===== src/rtl/core/tcpq_pkg.sv =====
// ----------------------------------------------------------------------------
// tcpq_pkg
// Types, codes and helpers for the three-class priority queue.
// ----------------------------------------------------------------------------
package tcpq_pkg;

  localparam int DEPTH = 16;
  localparam int IDX_W = $clog2(DEPTH);
  localparam int CNT_W = $clog2(DEPTH + 1);

  typedef enum logic [1:0] {
    FN_APPEND  = 2'd0,
    FN_POP     = 2'd1,
    FN_REMOVE  = 2'd2,
    FN_REORDER = 2'd3
  } func_t;

  typedef enum logic [1:0] {
    ST_OK   = 2'd0,
    ST_MISS = 2'd1,
    ST_FULL = 2'd2
  } status_t;

  typedef enum logic [1:0] {
    COL_RED    = 2'd0,
    COL_YELLOW = 2'd1,
    COL_GREEN  = 2'd2,
    COL_OTHER  = 2'd3
  } color_t;

  typedef struct packed {
    logic [7:0]  kind;
    logic [31:0] id;
    color_t      color;
  } entry_t;

  function automatic logic [7:0] to_lower(input logic [7:0] c);
    logic [7:0] r;
    r = c;
    if (c >= 8'h41 && c <= 8'h5a) begin
      r = c + 8'h20;
    end
    return r;
  endfunction

endpackage


===== src/rtl/core/three_class_priority_queue.sv =====
// append and the empty-store cases: the input beat goes from S_IDLE straight to S_FIN
// pop and remove: one stored entry read per cycle, walked up to the occupancy
// reorder: three passes over the store through the one memory read port;
// one input beat is in work at a time
// rst clears the occupancy, the colour counts and the handshake state;
// the entry memory is not cleared and is only read below the occupancy
// ----------------------------------------------------------------------------
// three_class_priority_queue
// Ordered entry store with append, pop, remove by id and a stable
// red / yellow / rest partition, walked through one memory port.
// ----------------------------------------------------------------------------
module three_class_priority_queue
  import tcpq_pkg::*;
(
  input  logic        clk,
  input  logic        rst,
  input  logic        s_tvalid,
  output logic        s_tready,
  input  logic [47:0] s_tdata,   // func, kind, entry_id, color, zero pad
  output logic        m_tvalid,
  input  logic        m_tready,
  output logic [63:0] m_tdata    // status, out_kind, out_id, out_color,
                                 // red_count, yellow_count, green_count, occupancy
);

  localparam logic [1:0] PASS_LAST = 2'd2;

  typedef enum logic [3:0] {
    S_IDLE = 4'b0001,
    S_WALK = 4'b0010,
    S_PART = 4'b0100,
    S_FIN  = 4'b1000
  } state_t;

  state_t state;

  // two banks: reorder copies from one into the other, then swaps
  entry_t mem [2*DEPTH];
  entry_t rdata;
  logic   [IDX_W:0] raddr;
  logic   [IDX_W:0] waddr;
  entry_t wdata;
  logic   we;

  logic bank;
  logic [CNT_W-1:0] count;
  logic [CNT_W-1:0] red_cnt;
  logic [CNT_W-1:0] yellow_cnt;
  logic [CNT_W-1:0] green_cnt;

  logic             iss_on;
  logic [IDX_W-1:0] iss_idx;
  logic [1:0]       iss_pass;
  logic             iss_last;
  logic [IDX_W-1:0] last_idx;

  logic             p_v;
  logic [IDX_W-1:0] p_idx;
  logic [1:0]       p_pass;
  logic             p_last;

  logic        is_pop;
  logic        found;
  logic [31:0] key;
  logic [IDX_W-1:0] wr_n;

  status_t     res_status;
  logic [7:0]  res_kind;
  logic [31:0] res_id;
  color_t      res_color;

  func_t  in_func;
  entry_t in_entry;
  logic   accept;
  logic   match;
  logic   found_now;
  color_t rm_color;
  logic   take;

  assign in_func        = func_t'(s_tdata[1:0]);
  assign in_entry.kind  = to_lower(s_tdata[9:2]);
  assign in_entry.id    = s_tdata[41:10];
  assign in_entry.color = color_t'(s_tdata[43:42]);

  assign s_tready = (state == S_IDLE);
  assign accept   = s_tvalid && s_tready;

  assign last_idx = IDX_W'(count - CNT_W'(1));
  assign iss_last = (iss_idx == last_idx) && ((state == S_WALK) || (iss_pass == PASS_LAST));
  assign raddr    = {bank, iss_idx};

  assign match     = is_pop ? (p_idx == '0) : (rdata.id == key);
  assign found_now = found || match;
  assign rm_color  = found ? res_color : rdata.color;

  always_comb begin
    case (p_pass)
      2'd0:    take = (rdata.color == COL_RED);
      2'd1:    take = (rdata.color == COL_YELLOW);
      default: take = rdata.color[1];
    endcase
  end

  // single write port
  always_comb begin
    we    = 1'b0;
    waddr = {bank, count[IDX_W-1:0]};
    wdata = in_entry;
    case (state)
      S_IDLE: begin
        we = accept && (in_func == FN_APPEND) && (count != CNT_W'(DEPTH));
      end
      S_WALK: begin
        // entries behind the removed one close the gap
        we    = p_v && found;
        waddr = {bank, p_idx - IDX_W'(1)};
        wdata = rdata;
      end
      S_PART: begin
        we    = p_v && take;
        waddr = {~bank, wr_n};
        wdata = rdata;
      end
      default: begin
        we = 1'b0;
      end
    endcase
  end

  always_ff @(posedge clk) begin
    if (we) begin
      mem[waddr] <= wdata;
    end
    rdata <= mem[raddr];
  end

  // read issue and the matching pipeline tag
  always_ff @(posedge clk) begin
    if (rst) begin
      iss_on <= 1'b0;
      p_v    <= 1'b0;
    end else begin
      p_v    <= iss_on;
      p_idx  <= iss_idx;
      p_pass <= iss_pass;
      p_last <= iss_last;
      if (accept) begin
        iss_idx  <= '0;
        iss_pass <= '0;
        iss_on   <= (count != '0) && (in_func != FN_APPEND);
      end else if (iss_on) begin
        if (iss_idx == last_idx) begin
          iss_idx <= '0;
          if (iss_last) begin
            iss_on <= 1'b0;
          end else begin
            iss_pass <= iss_pass + 2'd1;
          end
        end else begin
          iss_idx <= iss_idx + IDX_W'(1);
        end
      end
    end
  end

  always_ff @(posedge clk) begin
    if (rst) begin
      state      <= S_IDLE;
      bank       <= 1'b0;
      count      <= '0;
      red_cnt    <= '0;
      yellow_cnt <= '0;
      green_cnt  <= '0;
      m_tvalid   <= 1'b0;
    end else begin
      // in S_FIN the beat is reloaded below
      if (m_tvalid && m_tready && (state != S_FIN)) begin
        m_tvalid <= 1'b0;
      end
      case (state)
        S_IDLE: begin
          if (accept) begin
            res_status <= ST_OK;
            res_kind   <= '0;
            res_id     <= '0;
            res_color  <= COL_RED;
            found      <= 1'b0;
            is_pop     <= (in_func == FN_POP);
            key        <= in_entry.id;
            wr_n       <= '0;
            case (in_func)
              FN_APPEND: begin
                state <= S_FIN;
                if (count == CNT_W'(DEPTH)) begin
                  res_status <= ST_FULL;
                end else begin
                  count <= count + CNT_W'(1);
                  case (in_entry.color)
                    COL_RED:    red_cnt    <= red_cnt + CNT_W'(1);
                    COL_YELLOW: yellow_cnt <= yellow_cnt + CNT_W'(1);
                    COL_GREEN:  green_cnt  <= green_cnt + CNT_W'(1);
                    default:    ;
                  endcase
                end
              end
              FN_POP, FN_REMOVE: begin
                if (count == '0) begin
                  res_status <= ST_MISS;
                  state      <= S_FIN;
                end else begin
                  state <= S_WALK;
                end
              end
              default: begin
                state <= (count == '0) ? S_FIN : S_PART;
              end
            endcase
          end
        end
        S_WALK: begin
          if (p_v) begin
            if (!found && match) begin
              found     <= 1'b1;
              res_kind  <= rdata.kind;
              res_id    <= rdata.id;
              res_color <= rdata.color;
            end
            if (p_last) begin
              state <= S_FIN;
              if (found_now) begin
                count <= count - CNT_W'(1);
                case (rm_color)
                  COL_RED:    red_cnt    <= red_cnt - CNT_W'(1);
                  COL_YELLOW: yellow_cnt <= yellow_cnt - CNT_W'(1);
                  COL_GREEN:  green_cnt  <= green_cnt - CNT_W'(1);
                  default:    ;
                endcase
              end else begin
                res_status <= ST_MISS;
              end
            end
          end
        end
        S_PART: begin
          if (p_v) begin
            if (take) begin
              wr_n <= wr_n + IDX_W'(1);
            end
            if (p_last) begin
              bank  <= ~bank;
              state <= S_FIN;
            end
          end
        end
        S_FIN: begin
          if (!m_tvalid || m_tready) begin
            m_tvalid <= 1'b1;
            m_tdata  <= {count[4:0], green_cnt[4:0], yellow_cnt[4:0], red_cnt[4:0],
                         res_color, res_id, res_kind, res_status};
            state    <= S_IDLE;
          end
        end
        default: begin
          state <= S_IDLE;
        end
      endcase
    end
  end

endmodule


===== config.mk =====
export PLATFORM = sky130hd
export DESIGN_NAME = three_class_priority_queue
export DESIGN_NICKNAME = d
export VERILOG_FILES = /design/src/rtl/core/tcpq_pkg.sv /design/src/rtl/core/three_class_priority_queue.sv
export SDC_FILE = /design/constraint.sdc
export NUM_CORES = 2
export LEC_CHECK = 0
export BUFFER_PORTS_ARGS = -buffer_cell sky130_fd_sc_hd__buf_2
export CAP_MARGIN = 20
export CORE_ASPECT_RATIO = 0.7
export CORE_MARGIN = 2
export CORE_UTILIZATION = 56
export DETAILED_ROUTE_END_ITERATION = 10
export HOLD_SLACK_MARGIN = 0.06
export MAX_ROUTING_LAYER = met4
export PLACE_DENSITY = 0.74
export SLEW_MARGIN = 20
export SYNTH_ARGS = -nofsm -noshare
export SYNTH_HDL_FRONTEND = slang
export SYNTH_SLANG_ARGS = --single-unit
export TNS_END_PERCENT = 1

===== constraint.sdc =====
create_clock -name clk -period 3.9 [get_ports clk]
set_input_delay 0.39 -clock clk [delete_from_list [all_inputs] [get_ports clk]]
set_output_delay 0.39 -clock clk [all_outputs]
set_load 0.005 [all_outputs]

# After elaboration in Yosys (flattened, before gate mapping)
# Memory sizes are Yosys's and may differ from the RTL's. A register that Yosys moved wholly into a read port is not among the register bits.
# Cells that the tools add are included.
[op_classes]
n_div = 0
n_reduce_logical = 44
shifts = 0
muxes = 91
add_sub_neg = 13
multipliers = 0
n_eq_ne = 38
bitwise = 2
n_lt_le_gt_ge = 2
[ops]
columns = ["op", "count"]
rows = [
  ["two-way mux 5 bit", 30],
  ["two-way mux 32 bit", 3],
  ["case mux 32 bit (2 select lines)", 1],
  ["case mux 5 bit (2 select lines)", 5],
  ["two-way mux 4 bit", 11],
  ["two-way mux 42 bit", 1],
  ["== test 32 bit", 1],
  ["two-way mux 8 bit", 4],
  ["AND reduction 9 bit", 3],
  ["two-way mux 2 bit", 12],
  ["inequality test 2 x 1 -> 1 bit (second input constant)", 12],
  ["adder 5 x 1 -> 5 bit (second input constant)", 4],
  ["subtractor 5 x 1 -> 5 bit (second input constant)", 4],
  ["inequality test 2 bit (second input constant)", 8],
  ["case mux 4 bit (2 select lines)", 2],
  ["case mux 8 bit (2 select lines)", 1],
  ["two-way mux 1 bit", 14],
  ["case mux 2 bit (2 select lines)", 3],
  ["case mux 4 bit (3 select lines)", 1],
  ["logical AND 1 bit", 11],
  ["== test 2 x 1 -> 1 bit (second input constant)", 5],
  ["zero test 2 bit", 5],
  ["AND reduction 5 bit", 2],
  ["nonzero test 2 bit", 5],
  ["29 further kinds", 42],
]
[word_totals]
n_memories = 1
regBits = 187
ramBits = 1344
mem_bits_ro = 0
latchBits = 0
word_cells = 214
in_bits = 52
[memory_table]
columns = ["name", "depth", "width", "rd", "rd_ports_with_merged_regs", "wr", "line_no", "rtl"]
rows = [
  ["mem", 32, 42, 1, 1, 1, "three_class_priority_queue.sv:38", "entry_t mem [2*DEPTH];"],
]

# Longest topological paths before layout
[logic_depth]
word_depth = 7
depth_mapped = 11

# Least setup slack after synthesis
# OpenSTA, ideal clock, no wires.
[synth_timing]
kind = "register to register"
startpoint = "register state[1]"
endpoint = "register found (enable)"
setup_slack_ns = -0.359
stages_incl_launch_ff = 8
setup_time_ns = 0.459
arrival_ns = 3.800
required_ns = 3.441
path_buffers = 1
path_cell_list = "dfxtp_1 > or4b_4 > clkinv_2 > clkbuf_1 > nand2_1 > a21oi_1 > nand2_1 > o22ai_1"
[synth_via]
elab_chain_len = 4
[synth_lines]
columns = ["element", "line_no", "rtl"]
rows = [
  ["from (decl)", "three_class_priority_queue.sv:35", "state_t state;"],
  ["from (signal assigned)", "three_class_priority_queue.sv:215", "state <= (count == '0) ? S_FIN : S_PART;"],
  ["== test 4 x 1 -> 1 bit (*)", "three_class_priority_queue.sv:85", "assign s_tready = (state == S_IDLE);"],
  ["net s_tready", "three_class_priority_queue.sv:18", "output logic s_tready,"],
  ["logical AND 1 bit", "three_class_priority_queue.sv:86", "assign accept = s_tvalid && s_tready;"],
  ["inequality test 2 x 1 -> 1 bit (no source line)", "n/a", ""],
  ["AND reduction 5 bit (no source line) (*)", "n/a", ""],
  ["to (signal assigned)", "three_class_priority_queue.sv:187", "found <= 1'b0;"],
  ["to (signal assigned)", "three_class_priority_queue.sv:223", "found <= 1'b1;"],
  ["to (decl)", "three_class_priority_queue.sv:63", "logic found;"],
]
# The timed path passes the listed nets; every way through them passes the cells marked *.
# A chain may end at the register's enable or synchronous reset.

# Final worst setup path
[layout_timing]
startpoint = "register state[1]"
endpoint = "memory mem[14][34] in the netlist's numbering (enable)"
[layout_via]
elab_chain_len = 7
[layout_lines]
columns = ["element", "line_no", "rtl"]
rows = [
  ["== test 4 x 1 -> 1 bit", "three_class_priority_queue.sv:85, three_class_priority_queue.sv:109", ""],
  ["logical AND 1 bit", "three_class_priority_queue.sv:86", ""],
  ["logical AND 1 bit (2 in a row)", "three_class_priority_queue.sv:111", "we = accept && (in_func == FN_APPEND) && (count != CNT_W'(DEPTH));"],
  ["case mux 1 bit (3 select lines)", "three_class_priority_queue.sv:109", "case (state)"],
  ["two-way mux 1 bit", "three_class_priority_queue.sv:131", "if (we) begin"],
  ["two-way mux 1 bit (not written as such)", "three_class_priority_queue.sv:132", "mem[waddr] <= wdata;"],
  ["to (decl)", "three_class_priority_queue.sv:38", ""],
]
# Several ways; a longest one is shown, not always the timed one.

==> results.py <==
metrics = {
    "drt": {
        "remaining_drc_errors": 0,
        "avgViaCountPerCell": 6.58,
        "drtIter0Drc": 4500,
        "routed-via-count": 29215,
        "antenna_violating_nets_post_route": 0,
        "route.detailed.wl_per_inst_um": 32.8,
        "routed_wl_um": 145000,
        "drt_pass1_iterations": 5,
    },
    "final_layout": {
        "layout-area-overhead-vs-synth_pct": 14.5,
        "commonest_cells_after_routing_fill_and_taps_aside": "sky130_fd_sc_hd__edfxtp_1, sky130_fd_sc_hd__mux4_2, sky130_fd_sc_hd__clkbuf_16, sky130_fd_sc_hd__buf_2, sky130_fd_sc_hd__mux2_2",
        "final-seq-area_um2": 46500,
        "finish.cell_count_without_fillers": 4439,
        "final_common_cell": "sky130_fd_sc_hd__edfxtp_1",
        "num_antenna_cells": 0,
        "area_occupied_by_multi_input_gates_um2": 13400,
        "layout-drive-gt1-share": 0.332,
        "num-nets-final": 2968,
        "finalInstanceArea_um2": 69000,
        "final.fill_count": 6652,
    },
    "critical_path": {
        "worst_r2r_path_depth": 7,
        "crit_arrival_ns": 4.13,
        "r2r_setup_slack_ns": 0.22,
        "path_max_fanout": 33,
        "setup.worst_path.start_class": "flip-flop",
        "regToRegStartpoint": "state[1]",
        "cp-end-kind": "flip-flop",
        "worstSetupPathType": "reg -> reg",
        "reg2reg_to": "mem[14][34]",
        "worstPathRequired_ns": 4.34,
    },
    "power": {
        "post-layout-total-power_w": 0.0361,
        "irDropWorstVdd_v": 0.000324,
        "power.density_nw_per_um2": 523,
        "cellLeakagePower_nw": 22.0,
    },
    "global_routing": {
        "grt_pass1_wl_um": 210000,
        "grt_overflow": 0,
        "grt_pass1_vias": 29277,
        "antenna_violations_before_repair": 3,
        "groute.usage.overall": 0.277,
        "grt_max_degree": 149,
    },
    "timing": {
        "timing_hold_violations_final": 0,
        "grt_setup_unrepaired": "no",
        "setup_viol": 0,
        "timing.clock.skew_ns": 0.0277,
        "final_min_period_over_clock_period": 0.945,
        "max_slew_headroom_at_the_worst_pin": 0.187,
        "max_clock_freq_mhz": 271,
        "final.setup.tns_ns": 0,
        "timing.final.crit_period_ns": 3.68,
        "finalMaxSlewViolations": 0,
        "tightest_slew_ns": 1.22,
    },
    "hold_path": {
        "min_path_type": "in -> reg",
        "hold_path.startpoint": "s_tdata[1]",
        "min_to": "is_pop",
        "worst_hold_path.num_cells": 3,
    },
    "synth": {
        "synthesis.area_um2": 60200,
        "synthesis.nets": 2694,
        "post_synth_num_cell_types": 66,
        "post_synth_inst_count": 2618,
        "sequential_share_of_the_synthesized_area": 0.773,
        "ys_async_sr_fraction": 0,
        "synth-edff-count": 1503,
        "synth-main-ff-cell": "sky130_fd_sc_hd__edfxtp_1",
        "yosysWarningCount": 0,
        "ys_seq_elements": 1573,
        "synth_area_per_cell_um2": 23.0,
    },
    "cts": {
        "tritoncts": "done",
        "postCtsSetupBuffers": 0,
        "ctsHtreeMaxLevel": 4,
        "post_cts_resized": 0,
        "clock_tree.root_cell": "sky130_fd_sc_hd__clkbuf_16",
        "tritoncts.num_buffers": 143,
        "clock_insertion_delay_worst_skew_ns": 0.77,
        "clock-sinks": 1573,
        "ctsLongestPathBuffers": 3,
        "clock_pin_slew_on_the_worst_setup_and_hold_paths_ns": 0.06,
    },
    "placed_design": {
        "io_buffers": 113,
        "final_estimated_routing_congestion_in_global_placement": 0.823,
        "post_dp_cell_area_um2": 63800,
        "placedCellCount": 4139,
        "hpwl_um": 77700,
    },
    "floorplanning": {
        "dieWidth_um": 396,
        "die_y_um": 278,
        "initial_core_util": 0.566,
        "core.rowCount": 100,
        "fp.dieArea_um2": 110000,
        "pin_count": 118,
        "core_um2": 106000,
    },
    "job": {
        "number_of_max_cap_violations": 0,
    },
    "status": {
        "outcome": "complete, no violations",
    },
}
-- sequential cells by signal (all words and copies together) (netlist names), 5 cells and up --
signal	flops
count	5
mem	1344
yellow_cnt	5
green_cnt	5
res_id	32
key	32
m_tdata	64
red_cnt	5
rdata	42
res_kind	8
-- worst max-delay path by stage --
| stage | startpoint | endpoint | slack, ns | cells past startpoint |
|---|---|---|---|---|
| 3_3_place_gp | state[1] | mem[14][40] | 0.50 | 7 |
| 3_5_place_dp | state[1] | mem[14][11] | 0.37 | 7 |
| 5_1_grt | state[1] | mem[14][34] | 0.19 | 5 |
| 6_report | state[1] | mem[14][34] | 0.22 | 7 |
| 4_1_cts | state[1] | mem[14][34] | 0.29 | 7 |
| 2_1_floorplan | state[0] | m_tdata[0] | -0.31 | 2 |
-- timing repair --
action | 4_1_cts | 5_1_grt
hold buffers | 35 | 0
setup endpoints to repair | 0 | 0
hold endpoints to repair | 37 | 0
-- cell usage after synthesis (6+ instances only) --
library cell	n	area [µm²]
sky130_fd_sc_hd__and2_1	43	269
sky130_fd_sc_hd__xor2_1	13	114
sky130_fd_sc_hd__nand3_1	13	65.1
sky130_fd_sc_hd__o21ai_0	9	45.0
sky130_fd_sc_hd__nor2_1	65	244
sky130_fd_sc_hd__xnor2_1	45	394
sky130_fd_sc_hd__or3_1	6	37.5
sky130_fd_sc_hd__a21o_1	8	60.1
sky130_fd_sc_hd__mux4_2	420	9460
sky130_fd_sc_hd__ha_1	21	263
sky130_fd_sc_hd__buf_1	26	97.6
sky130_fd_sc_hd__nand2_1	24	90.1
sky130_fd_sc_hd__mux2_2	83	935
sky130_fd_sc_hd__edfxtp_1	1503	45100
sky130_fd_sc_hd__a21oi_1	35	175
sky130_fd_sc_hd__dfxtp_1	70	1400
sky130_fd_sc_hd__clkbuf_1	79	297
sky130_fd_sc_hd__buf_2	19	95.1
sky130_fd_sc_hd__nand4_1	14	87.6
sky130_fd_sc_hd__inv_1	22	82.6
sky130_fd_sc_hd__nand2b_1	6	37.5
-- report_power, final --
group | switching (W) | internal [W]
Combinational | 0.00156 | 0.00132
Clock | 0.00617 | 0.00808
Sequential | 0.000172 | 0.0188
-- critical path, cell delays in order, from the launching register on --
cell,delay (ns)
sky130_fd_sc_hd__dfxtp_1,0.49
sky130_fd_sc_hd__nor2b_1,0.17
sky130_fd_sc_hd__o21ai_4,0.26
sky130_fd_sc_hd__buf_4,0.70
sky130_fd_sc_hd__a221o_1,0.31
sky130_fd_sc_hd__nand2_1,0.43
sky130_fd_sc_hd__nor2_4,0.71
sky130_fd_sc_hd__buf_12,0.28
-- layer usage --
metal,track usage,wire length [µm],vias to the layer above
met3,0.0559,16400,210
met2,0.410,68700,1883
met1,0.398,56800,15532
met4,0.0772,3540,0
met5,-,0,-
li1,-,-,11590
-- stage by stage --
step / hold slack, ns / utilization / setup WS (ns)
global route: 0.164 / 0.648 / 0.187
floorplan: 0.400 / - / -0.313
CTS: 0.0934 / 0.647 / 0.294
global placement: 0.401 / 0.599 / 0.500
finish: 0.139 / 0.648 / 0.216
detailed placement: 0.405 / 0.599 / 0.375
-- logic make-up (layout without fill, tap and decap cells) --
family,after synthesis,in the layout,synth area share
and+or+nand+nor,208,208,0.0190
xor gates and xnor gates,58,58,0.00843
DFF,1573,1573,0.773
buffers and inverters,149,542,0.00985
AOI/OAI and AO/OA,100,100,0.0116
adders and majority gates,24,24,0.00536
muxes,506,506,0.173
-- cell type report --
type,count,area share
flip-flops and latches,1573,0.675
clock buffers,183,0.0572
multi-input cells,896,0.195
well taps,1428,0.0259
inverters,24,0.00140
clock inverters,81,0.0120
repair buffers,254,0.0344
Power figures use the tool's default switching activity.
